--- src/rtl/core/sem_pkg.sv ---
// shared types and constants for the sobel edge magnitude block
// no dependencies
`default_nettype none
package sem_pkg;
   localparam int MaxLine  = 1024;
   localparam int AddrBits = $clog2(MaxLine);
   localparam int MaxRows  = 4096;
   localparam int RowBits  = $clog2(MaxRows);
   localparam int PixBits  = 24;
   localparam int RootSteps = 11;

   typedef logic [8:0][7:0] taps_type;

   typedef struct packed {
      logic                rd_en;
      logic                wr_en;
      logic [AddrBits-1:0] addr;
   } line_ctl_type;

   localparam logic [0:0] RegLineWidth   = 1'b0;
   localparam logic [0:0] RegFrameHeight = 1'b1;
endpackage
`default_nettype wire

--- src/rtl/core/sem_lane.sv ---
// one color channel: sobel gradients, squared sum, iterative square root, rounding
// depends on sem_pkg
`default_nettype none
module sem_lane
   import sem_pkg::*;
(
   input  wire logic     clock,
   input  wire logic     reset,
   input  wire logic     start,
   input  wire taps_type taps,
   output logic          done,
   output logic [7:0]    mag
);
   typedef enum logic [1:0] {L_IDLE, L_SQ, L_ROOT, L_FIN} lstate_type;

   lstate_type  state_ff;
   logic [9:0]  ax_ff, ay_ff;
   logic [21:0] s_ff;
   logic [10:0] root_ff;
   logic [13:0] rem_ff;
   logic [3:0]  cnt_ff;
   logic        done_ff;
   logic [7:0]  mag_ff;

   logic signed [11:0] gx, gy;
   logic [9:0]  ax_in, ay_in;
   logic [13:0] rem_sh, trial;
   logic [11:0] q_round;

   always_comb begin
      gx = 12'(signed'({4'd0, taps[2]})) + 12'(signed'({3'd0, taps[5], 1'b0}))
         + 12'(signed'({4'd0, taps[8]})) - 12'(signed'({4'd0, taps[0]}))
         - 12'(signed'({3'd0, taps[3], 1'b0})) - 12'(signed'({4'd0, taps[6]}));
      gy = 12'(signed'({4'd0, taps[6]})) + 12'(signed'({3'd0, taps[7], 1'b0}))
         + 12'(signed'({4'd0, taps[8]})) - 12'(signed'({4'd0, taps[0]}))
         - 12'(signed'({3'd0, taps[1], 1'b0})) - 12'(signed'({4'd0, taps[2]}));
      ax_in = gx[11] ? 10'(-gx) : gx[9:0];
      ay_in = gy[11] ? 10'(-gy) : gy[9:0];
      rem_sh = {rem_ff[11:0], s_ff[21:20]};
      trial  = {1'b0, root_ff, 2'b01};
      q_round = {1'b0, root_ff} + {11'd0, (rem_ff > {3'd0, root_ff})};
   end

   always_ff @(posedge clock) begin
      if (reset) begin
         state_ff <= L_IDLE;
         done_ff  <= 1'b0;
      end else begin
         done_ff <= 1'b0;
         unique case (state_ff)
            L_IDLE: begin
               if (start) begin
                  ax_ff    <= ax_in;
                  ay_ff    <= ay_in;
                  state_ff <= L_SQ;
               end
            end
            L_SQ: begin
               s_ff     <= {1'b0, 21'(ax_ff) * 21'(ax_ff) + 21'(ay_ff) * 21'(ay_ff)};
               root_ff  <= '0;
               rem_ff   <= '0;
               cnt_ff   <= 4'(RootSteps - 1);
               state_ff <= L_ROOT;
            end
            L_ROOT: begin
               s_ff <= {s_ff[19:0], 2'b00};
               if (rem_sh >= trial) begin
                  rem_ff  <= rem_sh - trial;
                  root_ff <= {root_ff[9:0], 1'b1};
               end else begin
                  rem_ff  <= rem_sh;
                  root_ff <= {root_ff[9:0], 1'b0};
               end
               if (cnt_ff == 4'd0) state_ff <= L_FIN;
               else cnt_ff <= cnt_ff - 4'd1;
            end
            L_FIN: begin
               mag_ff   <= (root_ff >= 11'd255) ? 8'd255 : q_round[7:0];
               done_ff  <= 1'b1;
               state_ff <= L_IDLE;
            end
            default: state_ff <= L_IDLE;
         endcase
      end
   end

   assign done = done_ff;
   assign mag  = mag_ff;
endmodule
`default_nettype wire

--- config.mk ---
export PLATFORM = sky130hd
export DESIGN_NAME = sem_lane
export DESIGN_NICKNAME = d
export VERILOG_FILES = /design/src/rtl/core/sem_pkg.sv /design/src/rtl/core/sem_lane.sv
export SDC_FILE = /design/constraint.sdc
export NUM_CORES = 1
export LEC_CHECK = 0
export ABC_AREA = 1
export BUFFER_PORTS_ARGS = -buffer_cell sky130_fd_sc_hd__buf_2
export CORE_ASPECT_RATIO = 0.75
export CORE_MARGIN = 2
export CORE_UTILIZATION = 55
export DETAILED_ROUTE_END_ITERATION = 10
export PLACE_DENSITY = 0.73
export RECOVER_POWER = 25
export SLEW_MARGIN = 20
export SYNTH_ARGS = -nofsm -noshare
export SYNTH_HDL_FRONTEND = slang
export SYNTH_SLANG_ARGS = --single-unit
--- constraint.sdc ---
create_clock -name clock -period 8 [get_ports clock]
set_clock_uncertainty 0.2 [all_clocks]
set_input_delay 0.4 -clock clock [delete_from_list [all_inputs] [get_ports clock]]
set_output_delay 0.4 -clock clock [all_outputs]
set_load 0.05 [all_outputs]
* Yosys cells after proc, flatten, opt, wreduce, memory -nomap -nowiden *
Index checks and enable logic that the tools add are counted.
W data, S select, Z words.

word-level totals
  register bits = 82
  input bits = 75

operators by class
  add/sub/neg operators = 16
  $mul = 2
  $lt $le $gt $ge = 3
  eq/ne operators = 6
  mux-type cells = 13
  bitwise logic cells = 1
  reductions and logical operators = 8

operators with widths
  kind                   number
  $pmux W22 S2           1
  $mul A10 B10 Y20       2
  $pmux W14 S2           1
  $sub A11 B8 Y12        2
  $sub A12 B10 Y12       2
  $sub A12 B9 Y12        2
  $add A10 B8 Y11        2
  $pmux W11 S2           1
  $add A20 B20 Y21       1
  $add A8 B9 Y10         2
  $mux W10               2
  $neg A10 Y10           2
  $ge A14 B13 Y1         1
  $gt A14 B11 Y1         1
  $mux W14               1
  $sub A14 B13 Y14       1
  $ge A11 B8 Y1 const B  1
  $add A8 B1 Y8          1
  $pmux W2 S4            1
  $pmux W4 S2            1
  $ne A2 B2 Y1 const B   3
  $reduce_and A2 Y1      3
  $reduce_and A3 Y1      2
  $eq A2 B2 Y1 const B   2
  9 further kinds        11

* Longest topological paths before layout *
  depth after elaboration = 7
  depth in mapped cells = 26
  mapped depth without buffers = 25

* Worst setup path before layout *
No wires, ideal clock.

  path kind = register to register
  from = reg ay_ff[0]
  to = reg s_ff[11] (data pin)
  arrival = 5.631 ns
  data required time = 7.546 ns
  setup slack = 1.915 ns
  stages on the path, launching flop included = 22
  path through = edfxtp_1 clkbuf_1 nand2_1 fa_1 fa_1 inv_1 fa_1 fa_1 fa_1 fa_1 inv_1 fa_1 inv_1 ha_1 nand2_1 inv_1 nand2_1 nand2_1 nand3b_1 or2_2 nand3_1 nand2_1

between the ends
  word-level cells in the longest chain between the ends = 3

RTL lines
  what                    RTL line        source
  from (decl)             sem_lane.sv:17  logic [9:0] ax_ff, ay_ff;
  from (signal assigned)  sem_lane.sv:54  ay_ff <= ay_in;
  $mul A10 B10 Y20        sem_lane.sv:59  s_ff <= {1'b0, 21'(ax_ff) * 21'(ax_ff) + 21'(ay_ff) * 21'(ay_ff)};
  $add A20 B20 Y21        sem_lane.sv:59
  $pmux W22 S2            sem_lane.sv:50  unique case (state_ff)
  to (signal assigned)    sem_lane.sv:59
  to (signal assigned)    sem_lane.sv:66  s_ff <= {s_ff[19:0], 2'b00};
  to (decl)               sem_lane.sv:18  logic [21:0] s_ff;

Every way passes these cells.
A chain may end at the register's enable or synchronous reset.

* Worst setup path after layout *
Ends and elaborated chain as after synthesis.

==> metrics.yaml <==
timing:
  fin_crit_ns: 6.576
  slew_headroom: -0.2935
  rsz0062_at_grt: "no"
  fin_crit_sh: 0.8220
  setup_viol: 0
  maxSlewViolCount: 54
  worst_slew_pin_slew_ns: 1.940
  clock.fmax_mhz: 152.1
  tns_ns: 0
  hold_violations: 0
cells_and_area:
  final_cell_area_um2: 13980
  layout_commonest_cell: "inv_1"
  layout-drive-gt1-share: 0.07333
  final_cell_mix: "inv_1, nand2_1, fa_1"
  area_growth_pct: 7.226
  finalNetCount: 2046
  fill_cells: 2052
  seq_area_um2: 2432
  multi_input_area_um2: 8912
clock_network:
  clkSlewWorstSetupHoldPaths_ns: 0.07
  cts_num_sinks: 82
  post-cts-setup-buffers: 0
  cts_resized: 0
  numCtsBuffers: 9
  ctsLongestPathBuffers: 2
  htree_levels: 3
  cts_root_buf: "clkbuf_16"
  cts_tree: "built"
  clock_latency_ns: 0.36
  cts_hold_buf: 0
routing:
  drt_iter0_markers: 616
  vias: 9891
  drc: 0
  postRouteAntennaNets: 0
  drt-total-wl_mm: 26.75
  dr.pass1.iters: 5
  wire_per_inst_um: 13.71
  vias_per_cell: 5.070
grt:
  grt-ovfl-total: 0
  grt_usage: 0.2336
  grt_pass1_wl_mm: 46.34
  antenna_found_initial: 4
  grt_pass1_vias: 10010
  grt_max_degree: 54
critical_path:
  startpoint_type: "register"
  worstSetupEndpointType: "register"
  regToRegEndpoint: "s_ff[11]"
  r2r_slack_ns: 1.42
  crit_path_end: "s_ff[11]"
  arrival_ns: 6.48
  critical_path_class: "reg -> reg"
  cp_max_fo: 11
  r2r_cells: 20
  required_ns: 7.91
  reg2reg_from: "ay_ff[0]"
  cp-startpoint: "ay_ff[0]"
yosys:
  ys_seq_area_frac: 0.1865
  synth.net_count: 1990
  synth_area_um2: 13040
  ys_ff_latch: 82
  syn_inst: 1589
  synth_cell_types: 38
  synth_warnings: 0
  syn_avg_cell_area_um2: 8.206
flow_run:
  maxCapViolations: 1
placement:
  dp_hpwl_mm: 22.97
  place_area_um2: 13660
  place.gp.congestion: 0.9352
  port_buffers: 75
die:
  io_pins: 84
  dieArea_um2: 24970
  core-area_um2: 23120
  die_w_um: 181.8
  die_h_um: 137.3
  start_util: 0.5639
  rows: 48
outcome:
  violations: "capacitance limit, slew limit"
  status: "finished, violations left"
min_path:
  hp-class: "in -> reg"
  min_delay_path_depth: 2
==> cell type report <==
class | instances | share of cell area
Tap cell | 300 | 0.02685
Inverter | 411 | 0.1103
Clock buffer | 9 | 0.01611
Timing Repair Buffer | 78 | 0.02739
Clock inverter | 7 | 0.007696
Multi-Input combinational cell | 1063 | 0.6375
Sequential cell | 82 | 0.1740
Antenna cell | 1 | 0.0001790
==> routing by layer <==
metal / up-vias / share of wire / global-route usage
met5: - / 0.0015 / 0
met4: 6 / 0.012 / 0.04697
li1: 4907 / - / -
met2: 212 / 0.46 / 0.3857
met3: 31 / 0.056 / 0.03859
met1: 4735 / 0.48 / 0.3299
==> worst min-delay path by stage <==
stage | startpoint | end | slack (ns)
floorplan | reset | done | 0.27
global placement | s_ff[1] | s_ff[3] | 0.30
detailed placement | s_ff[19] | s_ff[21] | 0.30
CTS | reset | done | 0.11
global route | reset | done | 0.14
finish | reset | done | 0.12
==> Yosys cell counts <==
master / n / area [um^2]
nand3_1: 61 / 305.3
a21o_1: 2 / 15.01
nor2_1: 82 / 307.8
a211oi_1: 1 / 7.510
a41oi_1: 1 / 8.760
o21ai_1: 4 / 20.02
buf_2: 1 / 5.000
xnor2_1: 16 / 140.1
fa_1: 192 / 3844
or2_2: 5 / 31.28
a22oi_1: 1 / 7.510
buf_6: 3 / 33.78
xor2_1: 14 / 122.6
inv_2: 3 / 11.26
o21bai_1: 3 / 22.52
nor3_1: 5 / 25.02
a21oi_4: 1 / 16.27
a21oi_1: 40 / 200.2
o21ai_0: 44 / 220.2
nand2_1: 395 / 1483
nand2_2: 4 / 25.02
nor2_2: 12 / 75.07
nand3_4: 1 / 17.52
clkbuf_1: 28 / 105.1
inv_1: 408 / 1531
ha_1: 134 / 1677
a221oi_1: 1 / 8.760
nand4_1: 12 / 75.07
nor4_1: 3 / 18.77
o21ai_2: 5 / 43.79
buf_8: 1 / 15.01
o21a_1: 1 / 7.510
dfxtp_1: 3 / 60.06
nand3_2: 3 / 30.03
edfxtp_1: 79 / 2372
nand3b_1: 16 / 120.1
a21oi_2: 2 / 17.52
and2_1: 2 / 12.51
==> worst max-delay path, cell delays in order, from the launching register on <==
cell	delay (ns)
edfxtp_1	0.67
nand2_1	0.24
fa_1	0.55
fa_1	0.55
inv_1	0.06
fa_1	0.51
fa_1	0.52
fa_1	0.52
fa_1	0.55
inv_1	0.06
fa_1	0.50
inv_1	0.04
ha_1	0.35
nand2_1	0.16
inv_1	0.06
nand2_1	0.06
nand2_1	0.04
nand3b_1	0.24
or2_2	0.32
nand3_1	0.07
nand2_1	0.07
==> logic make-up after synthesis <==
| kind of cell | after synthesis | synth area share |
|---|---|---|
| XOR/XNOR | 30 | 0.02015 |
| adder cells (fa/ha/maj) | 326 | 0.4234 |
| buffers and inverters | 444 | 0.1305 |
| flip-flops | 82 | 0.1865 |
| AO/OA/AOI/OAI | 106 | 0.04568 |
| AND/OR/NAND/NOR | 601 | 0.1937 |
==> sequential cells by signal (all words and copies together) (netlist names) <==
| register | count |
|---|---|
| mag | 8 |
| ax_ff | 10 |
| s_ff | 22 |
| state_ff | 2 |
| cnt_ff | 4 |
| ay_ff | 10 |
| done | 1 |
| root_ff | 11 |
| rem_ff | 14 |
==> metrics by stage <==
step	setup slack (ns)	util	hold WS [ns]	instances
2_1_floorplan	1.915	-	0.2724	1589
3_3_place_gp	1.550	0.5909	0.2982	1934
3_5_place_dp	1.419	0.5909	0.2979	1934
4_1_cts	1.406	0.6053	0.1124	1950
5_1_grt	1.092	0.6045	0.1384	1950
6_report	1.424	0.6047	0.1190	1951
Power is not shown: default switching activity piles up to over one toggle a cycle in this logic, so the estimate is an artifact.
