==> src/rtl/core/sem_pkg.sv <==
// shared types and constants for the sobel edge magnitude block
// no dependencies
`default_nettype none
package sem_pkg;
   localparam int MaxLine  = 1024;
   localparam int AddrBits = $clog2(MaxLine);
   localparam int MaxRows  = 4096;
   localparam int RowBits  = $clog2(MaxRows);
   localparam int PixBits  = 24;
   localparam int RootSteps = 11;

   typedef logic [8:0][7:0] taps_type;

   typedef struct packed {
      logic                rd_en;
      logic                wr_en;
      logic [AddrBits-1:0] addr;
   } line_ctl_type;

   localparam logic [0:0] RegLineWidth   = 1'b0;
   localparam logic [0:0] RegFrameHeight = 1'b1;
endpackage
`default_nettype wire

==> src/rtl/core/sem_merge.sv <==
// output register that joins the three lane magnitudes into one response
// depends on sem_pkg
`default_nettype none
module sem_merge
   import sem_pkg::*;
(
   input  wire logic        clock,
   input  wire logic        reset,
   input  wire logic        load,
   input  wire logic [7:0]  red_mag,
   input  wire logic [7:0]  green_mag,
   input  wire logic [7:0]  blue_mag,
   input  wire logic        last,
   input  wire logic        frame_done,
   output logic             free,
   output logic             rsp_tvalid,
   input  wire logic        rsp_tready,
   output logic [23:0]      rsp_tdata,
   output logic             rsp_tlast,
   output logic [0:0]       rsp_tuser
);
   logic        valid_ff;
   logic [23:0] data_ff;
   logic        last_ff, fd_ff;

   always_ff @(posedge clock) begin
      if (reset) begin
         valid_ff <= 1'b0;
      end else if (load) begin
         valid_ff <= 1'b1;
      end else if (rsp_tready) begin
         valid_ff <= 1'b0;
      end
      if (load) begin
         data_ff <= {blue_mag, green_mag, red_mag};
         last_ff <= last;
         fd_ff   <= frame_done;
      end
   end

   assign free       = !valid_ff || rsp_tready;
   assign rsp_tvalid = valid_ff;
   assign rsp_tdata  = data_ff;
   assign rsp_tlast  = last_ff;
   assign rsp_tuser  = fd_ff;
endmodule
`default_nettype wire

==> config.mk <==
export PLATFORM = sky130hd
export DESIGN_NAME = sem_merge
export DESIGN_NICKNAME = d
export VERILOG_FILES = /design/src/rtl/core/sem_pkg.sv /design/src/rtl/core/sem_merge.sv
export SDC_FILE = /design/constraint.sdc
export NUM_CORES = 1
export LEC_CHECK = 0
export ABC_CLOCK_PERIOD_IN_PS = 1200
export BUFFER_PORTS_ARGS = -buffer_cell sky130_fd_sc_hd__buf_2
export CAP_MARGIN = 20
export CORE_MARGIN = 2
export CORE_UTILIZATION = 42
export DETAILED_ROUTE_END_ITERATION = 10
export GPL_TIMING_DRIVEN = 0
export PLACE_DENSITY = 0.85
export SYNTH_ARGS = -nofsm -noshare
export SYNTH_HDL_FRONTEND = slang
export SYNTH_SLANG_ARGS = --single-unit
==> constraint.sdc <==
create_clock -name clock -period 1.2 [get_ports clock]
set_input_delay 0.24 -clock clock [delete_from_list [all_inputs] [get_ports clock]]
set_output_delay 0.24 -clock clock [all_outputs]
set_load 0.1 [all_outputs]
# Yosys cells after proc, flatten, opt, wreduce, memory -nomap -nowiden
# Index checks and enable logic that the tools add are counted.
# W data, S select, Z words.
word_totals:
  regBits: 27
  latch_bits: 0
  ramBits: 0
  rom_bits: 0
  input_bits: 30
  output_inout_bits: 28
  word_cells: 9
  n_memories: 0
classes:
  add_sub_neg: 0
  mul: 0
  n_div: 0
  magnitude_cmp: 0
  n_eq_ne: 0
  n_shift: 0
  n_mux: 2
  n_bitwise: 0
  n_reduce_logical: 3
ops:
  columns: ["operator", "count"]
  rows:
  - ["$mux W1", 2]
  - ["$reduce_bool A2 Y1", 1]
  - ["$logic_not A1 Y1", 1]
  - ["$logic_or A1 B1 Y1", 1]

# Depth between registers and ports, before layout
# Gate-level depths: netlist of the first run.
depth:
  ltp_word: 2
  ltp_mapped: 2
  ltp_nobuf: 2

# Worst setup path before layout of the first run
# Ideal clock, no wire load.
synth_timing:
  kind: "flip-flop to flip-flop"
  start: "reg rsp_tvalid (netlist name)"
  end: "reg valid_ff, in the netlist rsp_tvalid"
  setup_ps: 71
  t_arrival_ps: 1562
  t_required_ps: 1129
  path_slack_ps: -432
  path_stages_with_launch: 3
  path_buffers: 0
  synth_period_minus_slack_ps: 1632
  cell_sequence: "dfxtp_1 -> nand2b_4 -> a21oi_2"
synth_lines:
  columns: ["element", "line_no", "source"]
  rows:
  - ["end signal, assigned", "sem_merge.sv:28", "valid_ff <= 1'b0;"]
  - ["end signal, assigned", "sem_merge.sv:30", "valid_ff <= 1'b1;"]
  - ["end signal, assigned", "sem_merge.sv:32", "valid_ff <= 1'b0;"]
  - ["end, declared", "sem_merge.sv:22", "logic valid_ff;"]

# Final worst setup path of the first run
layout_timing:
  start: "reg valid_ff, in the netlist rsp_tvalid"
  end: "out free"
layout_via:
  elab_chain_len: 2
layout_rtl:
  columns: ["element", "line_no", "source"]
  rows:
  - ["$logic_not A1 Y1", "sem_merge.sv:41", "assign free = !valid_ff || rsp_tready;"]
  - ["$logic_or A1 B1 Y1", "sem_merge.sv:41", null]
  - ["end, declared", "sem_merge.sv:15", "output logic free,"]
# No other way between the ends.

==> flow_summary.ini, run 1 <==
[timing]
finalHoldViolations = 0
fin_crit_ns = 1.18
skew_ns = 0
slew_violations = 0
setup_slack_ns = 0.0167
fin_crit_sh = 0.986
rsz0062_at_grt = true
relSlewSlack = 0.621
max_freq_mhz = 845
worst_pin_slew_ns = 0.568
setup_viol = 0

[cts]
cts_hold_buffers = 0
path_clk_slew_ns = 0.13
clockBufferDepth = 2
htree_levels = 1
clock_latency_ns = 0.30
cts_tree = done
numCtsBuffers = 3
clock_sinks = 27
cts_root_buf = clkbuf_4

[cells_and_area]
final_common_cell = buf_2
area_delta_synth_final_pct = 66.4
nNetsFinal = 123
most-common-layout-cells = buf_2 (29), edfxtp_1 (26), buf_6 (25)
fin_cells = 119
drive_gt1_frac = 0.707
diodes = 0
fin_util = 0.724

[pwr]
ir_drop_v = 0.00110
power.leakage_nw = 0.590
p_total_mw = 2.29
p_per_area_mw_per_mm2 = 1670

[synth]
synth-seq-cells = 27
syn_area_um2 = 827
ys_seq_area_frac = 0.968
syn_inst = 30
synthTopCellsByArea = edfxtp_1 (94%), dfxtp_1 (2.4%), nand2b_4 (1.7%), a21oi_2 (1.1%), inv_1 (0.45%)
synth_nets = 60
synth_top_cell_area_share = 0.944
syn_area_per_cell_um2 = 27.6
synthDistinctLibCells = 5
ys.warnings.count = 0
synth_top_cell_by_area = edfxtp_1

[global_routing]
grt_usage = 0.155
overflow = 0
grt_pass1_vias = 547
antenna_found_initial = 0
grt_pass1_wl_mm = 2.66
grt_max_degree = 28

[worst_hold_path]
hold_class = input pin to flop

[placement]
pre_cts_ws_ns = 0.103
place_congestion = 0.700
placedCellCount = 114
place_hpwl_mm = 1.22
io_buffers = 57

[worst_setup_path]
critPathLaunchType = flop
worstSetupEndpointType = primary output
crit_path_top_delay_cell = dfxtp_4
rrSetupSlack_ns = 0.44
required_ns = 0.96
crit_fanout = 2
critPathKind = flop to primary output
critical-path-max-stage-delay_ns = 0.39
critPathArrivalTime_ns = 0.94
path_cells = nand2b_4 -> buf_12

[die]
rows = 16
core_area_mm2 = 0.00190
die_h_um = 48.4
start_util = 0.435
dieArea_mm2 = 0.00234
ioPinCount = 58
die_x_um = 48.4

[drt]
wl_per_cell_um = 14.8
wirelength_mm = 1.76
first_iter_violations = 2
vias_per_cell = 4.56
drc = 0
vias = 543
ant_nets = 0
dr.pass1.iters = 3

[outcome]
outcome = finished clean

[flow_run]
max_cap_viol_count = 0
## flip-flops by register name, indices dropped and copies added, names as in the netlist
register and count:
rsp_tlast 1, rsp_tvalid 1, rsp_tuser 1, rsp_tdata 24
## power by group
group	switching, mW	total [mW]	internal, mW	leakage (nW)
Combinational	0.601	0.782	0.181	0.309
Clock	0.235	0.360	0.124	0.0177
Sequential	0.0375	1.15	1.11	0.263
## through the flow
stage | instance area (µm²) | TNS, ns | hold slack (ns)
finish | 1380 | 0 | 0.0612
global route | 1380 | -0.288 | 0.0370
CTS | 1290 | -0.00195 | 0.0497
detailed placement | 1150 | 0 | 0.392
floorplan | 831 | 0 | 0.293
global placement | 1150 | 0 | 0.391
## cells in the mapped netlist, drive strengths merged
library cell   n
edfxtp        26
a21oi          1
dfxtp          1
inv            1
nand2b         1
## repair_timing
| item | CTS | global route |
|---|---|---|
| gates resized for setup | 39 | 21 |
| endpoints found under the setup margin | 28 | 28 |
| setup buffers | 0 | 1 |
## path summary, 6_finish.rpt
check,cells past startpoint,end,start
max,2,free,rsp_tvalid$_SDFFE_PP0P_
min,2,rsp_tvalid$_SDFFE_PP0P_,reset
max reg2reg,3,rsp_tvalid$_SDFFE_PP0P_,rsp_tvalid$_SDFFE_PP0P_
min reg2reg,3,rsp_tvalid$_SDFFE_PP0P_,rsp_tvalid$_SDFFE_PP0P_
## routing by layer
metal | routed length, µm | up-vias | track usage
met5 | 0 | - | 0
met2 | 730 | 56 | 0.227
met1 | 721 | 247 | 0.181
met3 | 306 | 0 | 0.105
met4 | 0 | 0 | 0.0571
li1 | - | 240 | -
## kinds of logic (layout without fill, tap and decap cells)
family	Yosys count	count (layout)	synth area share
buffers and inverters	1	63	0.00453
AND/OR/NAND/NOR	1	1	0.0166
flip-flops	27	27	0.968
AO/OA/AOI/OAI	1	1	0.0106
## final cells by class
cell class	count	area [µm²]
Sequential cell	27	805
Fill cell	114	526
Timing Repair Buffer	58	484
Tap cell	27	33.8
Multi-Input combinational cell	2	22.5
Clock buffer	3	22.5
Clock inverter	1	5.00
Inverter	1	3.75
## critical path: cells and delay by family, from the launching register on
| kind | cells | cell delay, ns |
|---|---|---|
| simple gates | 1 | 0.08 |
| flops | 1 | 0.39 |
| buf+inv | 1 | 0.17 |
Note: power is estimated with default switching activity, not from simulation.
==> run 2, diff against run 1 <==
- CORE_MARGIN: 2 -> not set
- CORE_UTILIZATION: 42 -> 30
- PLACE_DENSITY: 0.85 -> 0.65
==> flow_summary.ini, run 2 (synthesis results as in run 1) <==
[pwr]
ir_drop_v = 0.000933
power.leakage_nw = 0.589
p_per_area_mw_per_mm2 = 1660
p_total_mw = 2.29

[global_routing]
grt_max_degree = 28
overflow = 0
grt_pass1_vias = 523
antenna_found_initial = 0
use_met1 = 0.109
grt_util_met2 = 0.207
grt_busiest_layer = met2
grt_usage = 0.109
grt_use_met3 = 0.0361
grt_pass1_wl_mm = 2.17

[worst_setup_path]
critPathArrivalTime_ns = 0.94
worst-path-buf-inv = 1
critical-path-max-stage-delay_ns = 0.43
reg2reg_from = rsp_tvalid$_SDFFE_PP0P_
required_ns = 0.96
cp_top_family = flip-flops
worstSetupEndpointType = primary output
cp-startpoint = rsp_tdata[17]$_DFFE_PP_
crit_path_top_delay_cell = edfxtp_1
path_cells = buf_6
crit_fanout = 1
critPathKind = flop to primary output
critPathLaunchType = flop

[cells_and_area]
fin_util = 0.543
fin_cells = 122
largest_reg_flops = 24
area_delta_synth_final_pct = 67.2
final_common_cell = buf_2
most-common-layout-cells = buf_2 (29), edfxtp_1 (26), buf_6 (24)
drive_gt1_frac = 0.696
nNetsFinal = 123
diodes = 0

[drt]
wirelength_mm = 1.50
first_iter_violations = 1
dr.pass1.iters = 2
vias = 507
ant_nets = 0
drc = 0
vias_per_cell = 4.16
wl_per_cell_um = 12.3

[cts]
numCtsBuffers = 3
path_clk_slew_ns = 0.13
cts_root_buf = clkbuf_4
clockBufferDepth = 2
clock_sinks = 27
cts_tree = done
cts_hold_buffers = 0
clock_latency_ns = 0.30
htree_levels = 1

[timing]
max_freq_mhz = 847
rsz0062_at_grt = true
setup_slack_ns = 0.0200
relSlewSlack = 0.623
worst_pin_slew_ns = 0.565
fin_setup_tns_ns = 0
skew_ns = 0
fin_crit_ns = 1.18
fin_crit_sh = 0.983
setup_viol = 0
slew_violations = 0
finalHoldViolations = 0

[flow_run]
max_cap_viol_count = 0

[die]
dieArea_mm2 = 0.00297
die_h_um = 54.5
core_area_mm2 = 0.00254
rows = 18
ioPinCount = 58
start_util = 0.325
die_x_um = 54.5

[placement]
placedCellCount = 117
io_buffers = 57
pre_cts_ws_ns = 0.107
place_hpwl_mm = 1.17
place_congestion = 0.665

[worst_hold_path]
hold_class = input pin to flop
hp-start = reset

[outcome]
outcome = finished clean
==> run 2: cell types whose count changed in the layout (fill, tap and decap cells not counted) <==
| cell | change |
|---|---|
| buf_6 | -1 |
| buf_8 | +1 |
| clkbuf_1 | +1 |
| clkinv_2 | -1 |
==> run 2: path summary, 6_finish.rpt <==
path                                                 to  slack [ns]  cells after the start
worst max-delay path                      rsp_tdata[17]        0.02                      1
worst min-delay path            rsp_tvalid$_SDFFE_PP0P_        0.07                      2
worst max register to register  rsp_tvalid$_SDFFE_PP0P_        0.43                      3
worst min register to register  rsp_tvalid$_SDFFE_PP0P_        0.63                      3
==> run 2: report_power, final <==
group	switching (mW)	internal (mW)	leakage [nW]	total, mW
sequential	0.0365	1.11	0.263	1.15
clock	0.234	0.130	0.0150	0.364
combinational	0.595	0.183	0.310	0.777
total	0.865	1.43	0.589	2.29
==> run 2: what timing repair did <==
action,CTS,global route
gates cloned,0,0
gates resized for setup,51,10
endpoints found under the setup margin,28,28
buffers inserted,0,1
==> run 2: per-layer routing <==
metal | part of all wire | vias up
met2 | 0.62 | 25
met5 | 0 | -
met4 | 0 | 0
met1 | 0.33 | 242
li1 | - | 240
met3 | 0.051 | 0
==> run 2: area by class of cell <==
class / count / area (µm²)
clock buffers: 4 / 26.3
flip-flops and latches: 27 / 805
well taps: 30 / 37.5
multi-input cells: 2 / 22.5
repair buffers: 58 / 488
fillers: 222 / 1160
inverters: 1 / 3.75
==> run 2: through the flow <==
step           instance area (µm²)  hold WS [ns]
3_3_place_gp                  1150         0.391
6_report                      1380        0.0662
4_1_cts                       1340        0.0488
3_5_place_dp                  1150         0.393
2_1_floorplan                  831         0.293
5_1_grt                       1380        0.0242
